File: src/design/mexp_pkg.sv
// Shared constants for the modular exponentiation block.
`timescale 1ns / 1ps
package mexp_pkg;

	// default operand width of the arithmetic datapath
	localparam int MEXP_WIDTH = 32;

	// width of the value, result and configuration data ports
	localparam int FIELD_W = 32;

	// configuration register index
	localparam int CFG_IDX_W = 2;
	localparam logic [CFG_IDX_W-1:0] REG_EXPONENT = CFG_IDX_W'(0);
	localparam logic [CFG_IDX_W-1:0] REG_MODULUS  = CFG_IDX_W'(1);

endpackage

File: src/design/mexp_mulmod.sv
// Shared bit-serial modular multiplier: prod = a * b mod n, one bit of b per cycle.
`timescale 1ns / 1ps
module mexp_mulmod import mexp_pkg::*; #(
	parameter int WIDTH = MEXP_WIDTH
) (
	input  logic             clk,
	input  logic             arst_n,
	input  logic             go,
	input  logic [WIDTH-1:0] a,
	input  logic [WIDTH-1:0] b,
	input  logic [WIDTH-1:0] n,
	output logic             done,
	output logic [WIDTH-1:0] prod
);

	localparam int CNT_W = $clog2(WIDTH);
	localparam logic [CNT_W-1:0] LAST = CNT_W'(WIDTH - 1);

	logic             run_q;
	logic             done_q;
	logic [CNT_W-1:0] cnt_q;
	logic [WIDTH-1:0] r_q;
	logic [WIDTH-1:0] a_q;
	logic [WIDTH-1:0] b_q;
	logic [WIDTH-1:0] n_q;

	logic [WIDTH+1:0] sum;
	logic [WIDTH+1:0] n1;
	logic [WIDTH+1:0] n2;
	logic [WIDTH-1:0] r_next;

	// one step: 2r + a*bit lies below 3n, so take off 0, n or 2n
	always_comb begin
		sum = {1'b0, r_q, 1'b0} + (b_q[WIDTH-1] ? {2'b00, a_q} : '0);
		n1  = {2'b00, n_q};
		n2  = {1'b0, n_q, 1'b0};
		if (sum >= n2) begin
			r_next = WIDTH'(sum - n2);
		end else if (sum >= n1) begin
			r_next = WIDTH'(sum - n1);
		end else begin
			r_next = WIDTH'(sum);
		end
	end

	// step control
	always_ff @(posedge clk or negedge arst_n) begin
		if (!arst_n) begin
			run_q  <= 1'b0;
			done_q <= 1'b0;
			cnt_q  <= '0;
		end else begin
			done_q <= 1'b0;
			if (go) begin
				run_q <= 1'b1;
				cnt_q <= LAST;
			end else if (run_q) begin
				if (cnt_q == '0) begin
					run_q  <= 1'b0;
					done_q <= 1'b1;
				end else begin
					cnt_q <= cnt_q - CNT_W'(1);
				end
			end
		end
	end

	// operands and partial remainder
	always_ff @(posedge clk) begin
		if (go) begin
			r_q <= '0;
			a_q <= a;
			b_q <= b;
			n_q <= n;
		end else if (run_q) begin
			r_q <= r_next;
			b_q <= b_q << 1;
		end
	end

	assign done = done_q;
	assign prod = r_q;

endmodule

File: src/design/mexp_ctrl.sv
// Square-and-multiply sequencer driving the shared modular multiplier.
`timescale 1ns / 1ps
module mexp_ctrl import mexp_pkg::*; #(
	parameter int WIDTH = MEXP_WIDTH
) (
	input  logic               clk,
	input  logic               arst_n,
	input  logic               start,
	input  logic [WIDTH-1:0]   value,
	input  logic [WIDTH-1:0]   exponent,
	input  logic [WIDTH-1:0]   modulus,
	output logic               busy,
	output logic               done,
	output logic [FIELD_W-1:0] result,
	output logic               mm_go,
	output logic [WIDTH-1:0]   mm_a,
	output logic [WIDTH-1:0]   mm_b,
	output logic [WIDTH-1:0]   mm_n,
	input  logic               mm_done,
	input  logic [WIDTH-1:0]   mm_prod
);

	localparam int CNT_W = $clog2(WIDTH);
	localparam logic [CNT_W-1:0] LAST = CNT_W'(WIDTH - 1);

	localparam logic [1:0] ST_IDLE = 2'd0;
	localparam logic [1:0] ST_RED  = 2'd1;
	localparam logic [1:0] ST_SQR  = 2'd2;
	localparam logic [1:0] ST_MUL  = 2'd3;

	logic [1:0]         state_q;
	logic [CNT_W-1:0]   bit_q;
	logic [WIDTH-1:0]   exp_q;
	logic [WIDTH-1:0]   mod_q;
	logic [WIDTH-1:0]   base_q;
	logic               done_q;
	logic [FIELD_W-1:0] result_q;

	logic               last_bit;
	logic               exp_bit;
	logic [WIDTH-1:0]   acc_init;

	assign last_bit = (bit_q == '0);
	assign exp_bit  = exp_q[bit_q];
	// 1 mod n: zero only for a modulus of one
	assign acc_init = (mod_q == WIDTH'(1)) ? '0 : WIDTH'(1);

	// next multiplier job, issued on start or in the cycle the previous one finishes
	always_comb begin
		mm_go = 1'b0;
		mm_a  = mm_prod;
		mm_b  = mm_prod;
		mm_n  = mod_q;
		case (state_q)
			ST_IDLE: begin
				// reduce the input word: 1 * value mod n
				mm_a = WIDTH'(1);
				mm_b = value;
				mm_n = modulus;
				mm_go = start && (exponent != '0) && (modulus != '0);
			end
			ST_RED: begin
				mm_a  = acc_init;
				mm_b  = acc_init;
				mm_go = mm_done;
			end
			ST_SQR: begin
				if (exp_bit) begin
					mm_b  = base_q;
					mm_go = mm_done;
				end else begin
					mm_go = mm_done && !last_bit;
				end
			end
			ST_MUL: begin
				mm_go = mm_done && !last_bit;
			end
			default: begin
				mm_go = 1'b0;
			end
		endcase
	end

	// sequencer, exponent scanned from the top bit down
	always_ff @(posedge clk or negedge arst_n) begin
		if (!arst_n) begin
			state_q  <= ST_IDLE;
			bit_q    <= '0;
			exp_q    <= '0;
			mod_q    <= '0;
			base_q   <= '0;
			done_q   <= 1'b0;
			result_q <= '0;
		end else begin
			done_q <= 1'b0;
			case (state_q)
				ST_IDLE: begin
					if (start) begin
						exp_q <= exponent;
						mod_q <= modulus;
						if (exponent == '0) begin
							done_q   <= 1'b1;
							result_q <= FIELD_W'(1);
						end else if (modulus == '0) begin
							done_q   <= 1'b1;
							result_q <= '0;
						end else begin
							state_q <= ST_RED;
						end
					end
				end
				ST_RED: begin
					if (mm_done) begin
						base_q  <= mm_prod;
						bit_q   <= LAST;
						state_q <= ST_SQR;
					end
				end
				ST_SQR: begin
					if (mm_done) begin
						if (exp_bit) begin
							state_q <= ST_MUL;
						end else if (last_bit) begin
							done_q   <= 1'b1;
							result_q <= FIELD_W'(mm_prod);
							state_q  <= ST_IDLE;
						end else begin
							bit_q <= bit_q - CNT_W'(1);
						end
					end
				end
				ST_MUL: begin
					if (mm_done) begin
						if (last_bit) begin
							done_q   <= 1'b1;
							result_q <= FIELD_W'(mm_prod);
							state_q  <= ST_IDLE;
						end else begin
							bit_q   <= bit_q - CNT_W'(1);
							state_q <= ST_SQR;
						end
					end
				end
				default: begin
					state_q <= ST_IDLE;
				end
			endcase
		end
	end

	assign busy   = (state_q != ST_IDLE);
	assign done   = done_q;
	assign result = result_q;

endmodule

File: src/design/modular_exponentiation.sv
// Modular exponentiation top level: result = value ^ exponent mod modulus.
//
// Use: write exponent (index 0) and modulus (index 1) through the cfg channel
// while the block is idle; a write transfers when cfg_valid and cfg_ready are
// both high (cfg_ready is always high). Unknown indexes are ignored.
// Start an item by raising start with value while busy is low. The answer
// appears on result, marked by done for exactly one cycle; the receiver must
// take it then, there is no back-pressure.
// One shared bit-serial multiplier does all the work: an item takes one
// modular product to reduce value, one square per exponent bit (WIDTH)
// and one multiply per one in the exponent. A zero exponent answers 1 and
// a zero modulus answers 0, both in the cycle after start.
// One item at a time: busy stays high until the result is delivered.
// Reset: exponent and modulus return to 1, the sequencer goes idle and no
// result is pending.
`timescale 1ns / 1ps
module modular_exponentiation import mexp_pkg::*; #(
	parameter int WIDTH = MEXP_WIDTH
) (
	input  logic                 clk,
	input  logic                 arst_n,
	input  logic                 start,
	input  logic [FIELD_W-1:0]   value,
	output logic                 busy,
	output logic                 done,
	output logic [FIELD_W-1:0]   result,
	input  logic                 cfg_valid,
	output logic                 cfg_ready,
	input  logic [CFG_IDX_W-1:0] cfg_index,
	input  logic [FIELD_W-1:0]   cfg_data
);

	logic [WIDTH-1:0] exponent_q;
	logic [WIDTH-1:0] modulus_q;

	logic             mm_go;
	logic [WIDTH-1:0] mm_a;
	logic [WIDTH-1:0] mm_b;
	logic [WIDTH-1:0] mm_n;
	logic             mm_done;
	logic [WIDTH-1:0] mm_prod;

	assign cfg_ready = 1'b1;

	// key registers
	always_ff @(posedge clk or negedge arst_n) begin
		if (!arst_n) begin
			exponent_q <= WIDTH'(1);
			modulus_q  <= WIDTH'(1);
		end else if (cfg_valid && cfg_ready) begin
			case (cfg_index)
				REG_EXPONENT: exponent_q <= WIDTH'(cfg_data);
				REG_MODULUS:  modulus_q  <= WIDTH'(cfg_data);
				default: begin
				end
			endcase
		end
	end

	mexp_ctrl #(
		.WIDTH(WIDTH)
	) u_ctrl (
		.clk      (clk),
		.arst_n   (arst_n),
		.start    (start),
		.value    (WIDTH'(value)),
		.exponent (exponent_q),
		.modulus  (modulus_q),
		.busy     (busy),
		.done     (done),
		.result   (result),
		.mm_go    (mm_go),
		.mm_a     (mm_a),
		.mm_b     (mm_b),
		.mm_n     (mm_n),
		.mm_done  (mm_done),
		.mm_prod  (mm_prod)
	);

	mexp_mulmod #(
		.WIDTH(WIDTH)
	) u_mulmod (
		.clk    (clk),
		.arst_n (arst_n),
		.go     (mm_go),
		.a      (mm_a),
		.b      (mm_b),
		.n      (mm_n),
		.done   (mm_done),
		.prod   (mm_prod)
	);

endmodule
File: config.mk
export PLATFORM = sky130hd
export DESIGN_NAME = modular_exponentiation
export DESIGN_NICKNAME = d
export VERILOG_FILES = /design/src/design/mexp_pkg.sv /design/src/design/mexp_mulmod.sv /design/src/design/mexp_ctrl.sv /design/src/design/modular_exponentiation.sv
export SDC_FILE = /design/constraint.sdc
export NUM_CORES = 1
export LEC_CHECK = 0
export BUFFER_PORTS_ARGS = -buffer_cell sky130_fd_sc_hd__buf_2
export CAP_MARGIN = 20
export CORE_MARGIN = 5
export CORE_UTILIZATION = 55
export CTS_BUF_LIST = sky130_fd_sc_hd__clkbuf_16
export DETAILED_ROUTE_END_ITERATION = 8
export PLACE_DENSITY = 0.78
export SLEW_MARGIN = 15
export SYNTH_ARGS = -nofsm -noshare
export SYNTH_HDL_FRONTEND = slang
export SYNTH_SLANG_ARGS = --single-unit
File: constraint.sdc
create_clock -name clk -period 14.2 [get_ports clk]
set_clock_uncertainty 0.15 [all_clocks]
set_input_delay 0.71 -clock clk [delete_from_list [all_inputs] [get_ports clk]]
set_output_delay 0.71 -clock clk [all_outputs]
set_load 0.005 [all_outputs]
==> reports/metrics.cfg <==
[finish]
n_antenna_cell = 0
final_nets = 2058
area_delta_synth_final_pct = 9.77
regArea_sq_um = 8710
drive_above_1_share = 0.240
multiInputGateArea_sq_um = 10300
final_common_cell = mux2_2
nFillCells = 2842
mostFrequentLayoutCells = mux2_2, dfrtp_1, nor2_1, a21oi_1, buf_2
fin_util = 0.609
finalInstanceArea_sq_um = 21600

[drt]
wirelength_um = 48600
drc_errors = 0
detail_route.iter0.violations = 1272
antenna_left = 0
via_count = 14639
drt_pre_antenna_iters = 5
viasPerCell = 6.17
wl_per_cell_um = 20.5

[grt]
antenna_found_initial = 0
grt.overflow.total = 0
grt_max_degree = 80
grt_pass1_wl_um = 78500
grt_usage = 0.244
first_global_vias = 14618

[timing]
fin_crit_sh = 0.480
hold_viol = 0
maxSlewHeadroom = 0.366
final-setup-viol-count = 0
min_period_ns = 6.82
tightest_slew_ns = 0.950
finalMaxSlewViolations = 0
tns_ns = 0
max_freq_mhz = 147
fin_ws_ns = 7.38
rsz0062_at_grt = no

[status]
outcome = finished, final reports clean

[die]
die_h_um = 199
dieArea_sq_um = 39700
die_w_um = 199
core_sq_um = 35500
rows = 69
start_util = 0.555
pin_count = 105

[clock_network]
clk_pin_slew_worst_paths_ns = 0.06
postCtsSetupRepairBufs = 0
numClockSinks = 335
ctsResizeCount = 0
cts-root-buf = clkbuf_16
clkLatencyLatePin_ns = 0.51
cts_buffer_depth = 3
numCtsBuffers = 35
cts_tree = yes
htreeDepth = 2
hold_buffers = 0

[synthesis]
ys.warnings.count = 0
syn-num-nets = 1989
synthesis.instances = 1818
ys_seq_area_frac = 0.442
synthArstFlopShare = 0.618
postSynthAreaPerCell_sq_um = 10.8
ys_seq_elements = 335
ys_types = 90
synth_edf_count = 96
syn_area_sq_um = 19700
ys.flop_type = dfrtp_1

[worst_setup_path]
r2r-start = u_mulmod.b_q[31]$_DFFE_PP_
crit_end = u_mulmod.prod[24]$_SDFFE_PN0P_
r2r-end = u_mulmod.prod[24]$_SDFFE_PN0P_
cp_max_fo = 32
critical_path_class = reg2reg
critPathBufInv = 2
reg2regPathDepth = 24
max_stage_delay_ns = 0.88
end_kind = flop
crit_chain = and2_1, ha_1, inv_1, fa_1, nor2b_1, o31a_1, nor3_1, o21ai_0, a21o_1, a31oi_1, o21ai_0, xor2_1, ha_1, a21oi_1, o211a_1, o21ai_1, a221oi_1, a31oi_1, nor4_4, buf_4, and2_1, nand2_1, a21oi_1, a211o_1
critPathRequiredTime_ns = 14.51
critPathSlowestCell = edfxtp_1
critPathArrivalTime_ns = 7.13
crit_start = u_mulmod.b_q[31]$_DFFE_PP_
crit_family = compound AO/OA/AOI/OAI gates
start_kind = flop
regToRegSetupSlack_ns = 7.38
path_depth = 24

[hold_path]
worst_hold_path_type = in2async

[run]
cap_violations = 0

[placement]
dpl_cell_area_sq_um = 20500
preCtsSetupSlack_ns = 7.54
gp_congestion = 0.979
dp_hpwl_um = 35500
io_buffers = 103

cells in the mapped netlist, types with 18 or more instances:
cell type | n | share of area
inv_1 | 69 | 0.013
a21o_1 | 44 | 0.017
nand3_1 | 39 | 0.0099
mux2_2 | 254 | 0.15
o21ai_0 | 51 | 0.013
nor2_1 | 148 | 0.028
xor2_1 | 27 | 0.012
o21a_1 | 18 | 0.0069
dfrtp_1 | 205 | 0.26
nand2_1 | 73 | 0.014
and2_1 | 68 | 0.022
edfxtp_1 | 96 | 0.15
a21oi_1 | 114 | 0.029
a211oi_1 | 19 | 0.0072
a221oi_1 | 33 | 0.015
nor4_1 | 29 | 0.0092
dfxtp_1 | 32 | 0.033
ha_1 | 98 | 0.062
clkbuf_1 | 57 | 0.011
xnor2_1 | 54 | 0.024
state kept, by name, indices dropped and copies added (netlist names), 32 cells and up:
name           flops
exponent_q        32
u_mulmod.b_q      32
u_mulmod.a_q      32
u_mulmod.prod     32
u_mulmod.n_q      32
u_ctrl.result     32
modulus_q         32
u_ctrl.exp_q      32
u_ctrl.base_q     32
u_ctrl.mod_q      32
worst min-delay path by stage:
stage	startpoint	to	slack (ns)	cells after the start
2_1_floorplan	arst_n	exponent_q[10]$_DFFE_PN0P_	0.26	0
3_3_place_gp	u_ctrl.base_q[1]$_DFFE_PN0P_	u_ctrl.base_q[1]$_DFFE_PN0P_	0.31	2
3_5_place_dp	u_ctrl.base_q[1]$_DFFE_PN0P_	u_ctrl.base_q[1]$_DFFE_PN0P_	0.32	2
4_1_cts	arst_n	exponent_q[26]$_DFFE_PN0P_	0.03	1
5_1_grt	arst_n	exponent_q[29]$_DFFE_PN0P_	0.06	1
6_report	arst_n	exponent_q[26]$_DFFE_PN0P_	0.02	1
through the flow:
step	cells	hold WS (ns)
floorplan	1818	0.264
global placement	2310	0.313
detailed placement	2310	0.324
CTS	2373	0.0281
global route	2374	0.0642
finish	2374	0.0233
cell families (layout without fill, tap and decap cells):
logic type                 Yosys count  count (layout)  share of synthesized area
buffers and inverters              159             254                     0.0339
DFF                                335             335                      0.442
and+or+nand+nor                    454             454                      0.116
other                                1               1                   0.000190
AOI/OAI and AO/OA                  405             405                      0.140
muxes                              282             282                      0.167
xor gates and xnor gates            81              81                     0.0360
adders and majority gates          101             101                     0.0653
final cells by class:
type | instances | area share
clock buffers | 38 | 0.0440
clock inverters | 25 | 0.00503
inverters | 71 | 0.0124
multi-input cells | 1324 | 0.478
flip-flops and latches | 335 | 0.403
well taps | 461 | 0.0267
repair buffers | 120 | 0.0307
worst register-to-register path: cells and delay by family, from the launching register on:
| kind | cells | cell delay, ns |
|---|---|---|
| AO/OA/AOI/OAI | 12 | 2.39 |
| AND/OR/NAND/NOR | 6 | 1.66 |
| flip-flops | 1 | 0.88 |
| adder cells (fa/ha/maj) | 3 | 0.96 |
| XOR/XNOR | 1 | 0.34 |
| buffers and inverters | 2 | 0.39 |
metal layers:
metal	vias up	global-route usage	part of all wire
met1	7121	0.351	0.45
met4	0	0.0638	0.023
met5	-	0	0
met3	86	0.0344	0.064
li1	6876	-	-
met2	556	0.391	0.46
Power is left out: the tool's default activity adds up to more than one toggle a clock period on the data nets, which glitch-free logic cannot reach.
